`src/rtl/pktdisp_pkg.sv`:
```
// ----------------------------------------------------------------------------
// pktdisp_pkg
// Shared types and constants for the packet dispatcher.
// ----------------------------------------------------------------------------
package pktdisp_pkg;

    localparam int NUM_OUTPUTS = 16;
    localparam int DATA_WIDTH  = 64;

    // Flag fields and the destination index are fixed at 16 ports.
    localparam int FLAG_W     = 16;
    localparam int DEST_W     = 4;
    localparam int LOCK_W     = 5;
    localparam int PAYLOAD_W  = 64;
    localparam int KEEP_W     = 8;

    localparam int PORT_COUNT = (NUM_OUTPUTS > FLAG_W) ? FLAG_W :
                                (NUM_OUTPUTS < 1) ? 1 : NUM_OUTPUTS;

    localparam logic [FLAG_W-1:0] PORT_MASK =
        FLAG_W'((17'd1 << PORT_COUNT) - 17'd1);
    localparam logic [PAYLOAD_W-1:0] PAYLOAD_MASK =
        PAYLOAD_W'((65'd1 << DATA_WIDTH) - 65'd1);
    localparam logic [KEEP_W-1:0] KEEP_MASK =
        KEEP_W'((9'd1 << (DATA_WIDTH / 8)) - 9'd1);

    localparam logic [FLAG_W-1:0] PREF_ALL_ONES = 16'hFFFF;
    localparam logic [LOCK_W-1:0] LOCK_NONE     = '0;

    typedef struct packed {
        logic                 beat_valid;
        logic [PAYLOAD_W-1:0] beat_payload;
        logic [KEEP_W-1:0]    beat_keep;
        logic                 beat_last;
        logic [FLAG_W-1:0]    out_full_flags;
        logic [FLAG_W-1:0]    down_empty_flags;
        logic [FLAG_W-1:0]    down_notfull_flags;
    } t_in_word;

    typedef struct packed {
        logic                 out_valid;
        logic [DEST_W-1:0]    out_dest;
        logic [PAYLOAD_W-1:0] out_payload;
        logic [KEEP_W-1:0]    out_keep;
        logic                 out_last;
    } t_out_word;

    // Dispatcher state carried between words.
    typedef struct packed {
        logic [LOCK_W-1:0] lock;   // 0 = unlocked, k+1 = locked to output k
        logic [FLAG_W-1:0] pref;   // preference mask
    } t_route_state;

endpackage

```
`src/rtl/packet_dispatcher_to_n_outputs.sv`:
```
// ----------------------------------------------------------------------------
// packet_dispatcher_to_n_outputs
// Steers whole packets from one beat stream to one of NUM_OUTPUTS outputs.
// ----------------------------------------------------------------------------
// Output path: an accepted word's steer result is registered (main or skid entry).
// Throughput: one word per cycle unless the input stalls; the steer decision is a
// single pass from the input word and the state registers into the result register.
// Output stall: the skid entry takes one more word behind a held result, then
// input stalls until the held word is taken and the skid word moves up.
// Reset (sync, active low): unlocked, preference all ones, output stage empty.
module packet_dispatcher_to_n_outputs (
    input  logic                   i_clk,
    input  logic                   i_rst_n,
    input  logic                   i_in_valid,
    output logic                   o_in_stall,
    input  pktdisp_pkg::t_in_word  i_in_word,
    output logic                   o_out_valid,
    input  logic                   i_out_stall,
    output pktdisp_pkg::t_out_word o_out_word
);
    import pktdisp_pkg::*;

    // Routing state: lock and preference mask, updated on every accepted word.
    t_route_state r_state;
    t_route_state n_state;

    // Output stage: main result register and skid entry.
    logic      r_out_v;
    t_out_word r_out;
    logic      r_skid_v;
    t_out_word r_skid;

    t_out_word result;
    logic      in_take;
    logic      out_free;

    pktdisp_steer u_steer (
        .i_word   (i_in_word),
        .i_state  (r_state),
        .o_result (result),
        .o_state  (n_state)
    );

    // Input stalls only when both output entries are occupied.
    assign o_in_stall = r_skid_v;
    assign in_take    = i_in_valid && !r_skid_v;
    // Main register can load when empty or being drained this cycle.
    assign out_free   = !r_out_v || !i_out_stall;

    always_ff @(posedge i_clk) begin
        if (!i_rst_n) begin
            r_state.lock <= LOCK_NONE;
            r_state.pref <= PREF_ALL_ONES;
        end else if (in_take) begin
            r_state <= n_state;
        end
    end

    always_ff @(posedge i_clk) begin
        if (!i_rst_n) begin
            r_out_v  <= 1'b0;
            r_skid_v <= 1'b0;
        end else if (out_free) begin
            if (r_skid_v) begin
                r_out_v  <= 1'b1;
                r_skid_v <= 1'b0;
            end else begin
                r_out_v  <= in_take;
            end
        end else if (in_take) begin
            r_skid_v <= 1'b1;
        end
    end

    // Payload registers, no reset needed.
    always_ff @(posedge i_clk) begin
        if (out_free) begin
            if (r_skid_v) begin
                r_out <= r_skid;
            end else if (in_take) begin
                r_out <= result;
            end
        end else if (in_take) begin
            r_skid <= result;
        end
    end

    assign o_out_valid = r_out_v;
    assign o_out_word  = r_out;

    // ---------------------------------------------------------------- checks
    // Skid entry is only used behind a held main entry.
    a_skid_behind_main: assert property (@(posedge i_clk) disable iff (!i_rst_n)
        r_skid_v |-> r_out_v)
        else $error("skid entry valid with main entry empty");

    // Lock never names a nonexistent output.
    a_lock_range: assert property (@(posedge i_clk) disable iff (!i_rst_n)
        r_state.lock <= LOCK_W'(PORT_COUNT))
        else $error("lock beyond port count");

    // A forwarded last beat releases the lock.
    a_last_unlocks: assert property (@(posedge i_clk) disable iff (!i_rst_n)
        in_take && result.out_valid && result.out_last |=> r_state.lock == LOCK_NONE)
        else $error("lock held after last beat");

    // Delivered destination is an existing output.
    a_dest_range: assert property (@(posedge i_clk) disable iff (!i_rst_n)
        o_out_valid && o_out_word.out_valid |->
            LOCK_W'(o_out_word.out_dest) < LOCK_W'(PORT_COUNT))
        else $error("destination beyond port count");

endmodule

```
`src/rtl/pktdisp_steer.sv`:
```
// ----------------------------------------------------------------------------
// pktdisp_steer
// Per-word routing decision: picks the output, updates lock and preference.
// ----------------------------------------------------------------------------
module pktdisp_steer (
    input  pktdisp_pkg::t_in_word     i_word,
    input  pktdisp_pkg::t_route_state i_state,
    output pktdisp_pkg::t_out_word    o_result,
    output pktdisp_pkg::t_route_state o_state
);
    import pktdisp_pkg::*;

    logic [FLAG_W-1:0] full;
    logic [FLAG_W-1:0] empty;
    logic [FLAG_W-1:0] nfull;
    logic [FLAG_W-1:0] elig;
    logic              locked;
    logic [DEST_W-1:0] lock_idx;
    logic              found;
    logic [DEST_W-1:0] pick;
    logic              sent;
    logic [DEST_W-1:0] dest;

    assign full  = i_word.out_full_flags     & PORT_MASK;
    assign empty = i_word.down_empty_flags   & PORT_MASK;
    assign nfull = i_word.down_notfull_flags & PORT_MASK;
    assign elig  = ~full & i_state.pref & PORT_MASK;

    // out-of-range lock reads as unlocked
    assign locked   = (i_state.lock != LOCK_NONE) &&
                      (i_state.lock <= LOCK_W'(PORT_COUNT));
    assign lock_idx = DEST_W'(i_state.lock - LOCK_W'(1));

    // lowest eligible output
    always_comb begin
        found = 1'b0;
        pick  = '0;
        for (int i = PORT_COUNT - 1; i >= 0; i--) begin
            if (elig[i]) begin
                found = 1'b1;
                pick  = DEST_W'(i);
            end
        end
    end

    always_comb begin
        if (locked) begin
            sent = i_word.beat_valid && !full[lock_idx];
            dest = lock_idx;
        end else begin
            sent = i_word.beat_valid && found;
            dest = pick;
        end
    end

    always_comb begin
        if (sent) begin
            o_state.lock = i_word.beat_last ? LOCK_NONE
                                            : LOCK_W'({1'b0, dest}) + LOCK_W'(1);
        end else if (locked) begin
            o_state.lock = i_state.lock;
        end else begin
            o_state.lock = LOCK_NONE;
        end

        if (empty != '0) begin
            o_state.pref = empty;
        end else if (nfull != '0) begin
            o_state.pref = nfull;
        end else begin
            o_state.pref = PREF_ALL_ONES;
        end
    end

    always_comb begin
        o_result.out_valid   = sent;
        o_result.out_dest    = sent ? dest : '0;
        o_result.out_payload = sent ? (i_word.beat_payload & PAYLOAD_MASK) : '0;
        o_result.out_keep    = sent ? (i_word.beat_keep & KEEP_MASK) : '0;
        o_result.out_last    = sent && i_word.beat_last;
    end

endmodule
```
`config.mk`:
```
export PLATFORM = sky130hd
export DESIGN_NAME = packet_dispatcher_to_n_outputs
export DESIGN_NICKNAME = d
export VERILOG_FILES = /design/src/rtl/pktdisp_pkg.sv /design/src/rtl/packet_dispatcher_to_n_outputs.sv /design/src/rtl/pktdisp_steer.sv
export SDC_FILE = /design/constraint.sdc
export NUM_CORES = 1
export LEC_CHECK = 0
export ABC_AREA = 1
export BUFFER_PORTS_ARGS = -buffer_cell sky130_fd_sc_hd__buf_2
export CORE_MARGIN = 2
export CORE_UTILIZATION = 45
export CTS_CLUSTER_DIAMETER = 150
export DETAILED_ROUTE_END_ITERATION = 12
export GPL_TIMING_DRIVEN = 0
export PLACE_DENSITY = 0.69
export SLEW_MARGIN = 40
export SYNTH_ARGS = -nofsm -noshare
export SYNTH_HDL_FRONTEND = slang
export SYNTH_SLANG_ARGS = --single-unit
```
`constraint.sdc`:
```
create_clock -name i_clk -period 6.5 [get_ports i_clk]
set_input_delay 0.975 -clock i_clk [delete_from_list [all_inputs] [get_ports i_clk]]
set_output_delay 0.975 -clock i_clk [all_outputs]
set_load 0.01 [all_outputs]
```
Yosys cells after proc, flatten, opt, wreduce, memory -nomap -nowiden. Index checks and enable logic that the tools add are counted.

Register bits after elaboration: 179. Bits in latches: 0. RAM bits: 0. ROM bits: 0. Input port bits: 126. Memories kept: 0.

Add/sub/neg operators: 2. Multiply operators: 0. Div/mod/pow operators: 0. Order comparisons: 2. Equality and inequality tests: 1. Shift-type cells: 0. Mux-type cells: 47. Bitwise operators: 4. Reduce and logical (&&, ||, !) cells: 18.

Operators by type and width (number): $mux 78 (2); $mux 4 (18); $mux 64 (1); $mux 16 (2); $reduce_bool 16->1 (2); $mux 1 (19); $and 16x16->16 (1); $not 16->16 (1); $mux 5 (3); $mux 8 (1); $reduce_and 2->1 (3); $add 4x1->5 const B (1); $le 5x5->1 const B (1); $logic_and 1x1->1 (5); $lt 4x5->1 const B (1); $reduce_bool 5->1 (1); $bmux 1 s4 (1); $logic_not 1->1 (4); $sub 4x1->4 const B (1); $ne 2x2->1 const B (1); $not 1->1 (2); $reduce_bool 2->1 (1); $reduce_or 2->1 (1); $logic_or 1x1->1 (1).

Logic depth before layout (Yosys ltp).
Depth in word-level cells: 23. Depth in mapped cells: 23. Gate-level depth less buffers: 23.

Modules after synthesis. A second synthesis with hierarchy kept.

Cells, all modules: 877. Area total of the unflattened synthesis: 8165.3 µm².

Modules (own cells, without submodules): packet_dispatcher_to_n_outputs (times used 1, cells each 522, area each 6548.8 µm², sequential area each 5144.9 µm²); pktdisp_steer (times used 1, cells each 355, area each 1616.6 µm², sequential area each 0.0 µm²).

Least setup slack after synthesis. Ideal clock, no wire load.

Path type: input -> register. From: input i_in_valid. To: register r_skid[0] (netlist name), enable pin. Library setup time: 515 ps. Arrival: 5054 ps. Required time: 5985 ps. Slack: 930 ps. Stages: 5. Buffers on the path: 1. Cells stage by stage: inv_1 -> nor2_1 -> inv_1 -> clkbuf_1 -> nor2_1.

Longest elaborated chain between the ends: 2.

RTL lines: start, declared (RTL line packet_dispatcher_to_n_outputs.sv:14) `input logic i_in_valid,`; $logic_and 1x1->1 (RTL line packet_dispatcher_to_n_outputs.sv:46) `assign in_take = i_in_valid && !r_skid_v;`; $reduce_and 2->1 (no source line); end signal, assigned (RTL line packet_dispatcher_to_n_outputs.sv:84) `r_skid <= result;`; end, declared (RTL line packet_dispatcher_to_n_outputs.sv:31) `t_out_word r_skid;`.

Every way passes these cells. A chain may end at the register's enable or synchronous reset.

Worst setup path in the final report.
From: register r_skid_v (netlist: o_in_stall). To: register r_skid[48] (netlist name), enable pin.

Longest elaborated chain between the ends: 3.

RTL lines: start, declared (RTL line packet_dispatcher_to_n_outputs.sv:30) `logic r_skid_v;`; start signal, assigned (RTL line packet_dispatcher_to_n_outputs.sv:62) `r_skid_v <= 1'b0;`; start signal, assigned (RTL line packet_dispatcher_to_n_outputs.sv:66) `r_skid_v <= 1'b0;`; start signal, assigned (RTL line packet_dispatcher_to_n_outputs.sv:71) `r_skid_v <= 1'b1;`; $logic_not 1->1 (RTL line packet_dispatcher_to_n_outputs.sv:46); $logic_and 1x1->1 (RTL line packet_dispatcher_to_n_outputs.sv:46); $reduce_and 2->1 (no source line).

Every way passes these cells.

==> metrics.cfg <==
[die]
die_w_um = 140
design.core.area_mm2 = 0.0180
start_util = 0.461
core.rowCount = 49
die_height_um = 140
design.die.area_mm2 = 0.0195
io_pins = 206

[yosys]
synth_top_area_share = 0.564
synth_enable_flop_cells = 156
synthCells = 840
synth_area_leader_cell = edfxtp_1
synth_seq_cells = 179
synthArstFlopShare = 0
yosysMostFrequentCell = nand2_1
syn-num-nets = 969
netlist-cell-type-count = 37
ys.flop_type = edfxtp_1
synth_commonest_cells = nand2_1 (300), edfxtp_1 (156), inv_1 (112)
yosys_warnings = 0
syn_area_per_cell_um2 = 9.88
synth_area_leaders = edfxtp_1 (56%), nand2_1 (14%), nor2_4 (5.6%)
seq_area_frac_synth = 0.620
syn_area_mm2 = 0.00830

[timing]
slew_violations = 0
period_share = 0.496
fin_skew_ps = 9.43
fin_setup_tns_ps = 0
finalSetupViolCount = 0
slew_headroom = 0.513
rsz0062_at_grt = false
hold_viol = 0
layout_setup_ws_ps = 3280
worst_pin_slew_ps = 727
period_needed_ps = 3220
fmax_mhz = 310

[power_and_ir_drop]
power.switching_mw = 0.708
leakage_nw = 4.82
fin_total_pwr_mw = 2.73
power.internal_mw = 2.02
vdd_drop_max_v = 0.000190
pwr_density_cell_mw_per_mm2 = 263
swShare = 0.259
p_comb_frac = 0.142
seq_power_share = 0.495
clockPowerShare = 0.363

[finish]
fin_area_mm2 = 0.0104
nets = 1203
drive_above_1_share = 0.289
syn_to_final_growth_pct = 25.2
fillerInstances = 1564

[route]
routedWlPerCell_um = 13.8
via_count = 6151
postRouteAntennaNets = 0
routed_wl_um = 18100
first_pass_iters = 4
drt-initial-drc-count = 379
viasPerCell = 4.67
remaining_drc_errors = 0

[grt]
grtUsageMet3 = 0.0489
grt_pass1_wl_um = 29200
grt_util_met2 = 0.318
grtUsageTotal = 0.189
grt_remaining_overflow = 0
met1_usage = 0.241
antenna_found_initial = 2
grt-busiest-layer = met2
grt_max_degree = 19
grt_pass1_vias = 6009

[cts]
cts_buffer_depth = 2
clock_latency_ps = 430
clk_pin_slew_ps = 70
cts_resized = 0
root_buffer = clkbuf_16
numCtsBuffers = 17
cts_tree = done
cts_sinks = 179
cts-htree-levels = 4
cts.hold.buffers_added = 0
cts_setup_buffers = 0

[critical_path]
crit_path_max_fanout = 17
critical_path_class = reg -> reg
cp.required_ps = 6630
critPathMaxStageDelay_ps = 660
slowest_stage = nor2_1
crit_arrival_ps = 3360
cp-start-kind = register
crit_path_end_kind = register
path_cells = clkbuf_1, nor2_1, inv_1, clkbuf_1, nor2_4, buf_8, buf_8, buf_16, buf_16
path_buf_inv = 7
critical-path-top-delay-family = buffers and inverters

[run_status]
status = finished clean

[placement]
post-place-ws_ps = 2780
place_congestion = 0.853
dpl.hpwl_um = 13500
dpl_cell_area_mm2 = 0.00982
port_buffers = 205

[run]
max-cap-violations = 0

[hold_path]
hold_path_class = reg -> reg

power groups by stage:
stage	Clock, mW	Combinational, mW	Sequential, mW
floorplan	0	0.213	1.40
finish	0.992	0.387	1.35
global route	1.06	0.433	1.36
global placement	0	0.368	1.38
detailed placement	0	0.388	1.38
CTS	1.02	0.390	1.35
cell families after synthesis:
logic type / count (synthesis) / synth area share
compound gates: 79 / 0.0502
xor+xnor: 3 / 0.00407
fa+ha+maj: 3 / 0.00452
buf+inv: 149 / 0.0820
flops: 179 / 0.620
simple gates: 427 / 0.239
state kept, by name, indices dropped and copies added (netlist names):
signal / flops
o_out_valid: 1
r_skid: 78
r_state: 21
o_in_stall: 1
o_out_word: 78
routing by layer:
layer | vias to the layer above | share of wire
met1 | 2781 | 0.44
met2 | 188 | 0.48
met5 | - | 0
li1 | 3167 | -
met4 | 0 | 0.017
met3 | 15 | 0.066
cells in the final DEF (no fill, tap or decap), types with 2 or more instances in the layout:
cell type	instances
clkbuf_1	16
clkinv_4	5
buf_12	5
edfxtp_1	156
ha_1	3
nand2_1	300
a21oi_1	37
clkinv_1	2
xor2_1	2
dfxtp_1	23
buf_16	3
o21ai_1	4
nor4_1	4
clkbuf_16	17
nor2_4	42
inv_1	112
buf_6	3
o21ai_0	31
inv_2	3
buf_8	7
inv_8	4
nor2_1	54
nand4_1	4
inv_6	3
buf_2	213
nor3_1	5
nand3_1	11
layout make-up:
cell class	instances	area, um^2	area share
well taps	229	287	0.0276
diodes	1	2.50	0.000241
clock inverters	14	145	0.0140
inverters	117	447	0.0430
multi-input cells	512	2490	0.240
repair buffers	215	1210	0.117
flip-flops and latches	179	5140	0.495
plain buffers	32	234	0.0225
clock buffers	18	429	0.0413
tightest hold or removal path, cell delays in order (launching register included):
cell	delay, ps
dfxtp_1	330
a21oi_1	60
nand2_1	50
final timing paths:
kind	from	endpoint	slack, ps	depth (start not counted)
worst max-delay path	o_in_stall	r_skid[48]	3280	9
worst max register to register	o_in_stall	r_skid[48]	3280	9
worst min register to register	r_state[13]	r_state[13]	470	2
worst min-delay path	r_state[13]	r_state[13]	470	2
per-stage QoR:
step                      std cells  hold slack, ps   util
after CTS                      1316             477  0.577
after detailed placement       1284             460  0.545
after global placement         1274             453  0.533
after floorplan                 840             441      -
final                          1317             473  0.577
after global routing           1317             504  0.577
Power figures use the tool's default switching activity.
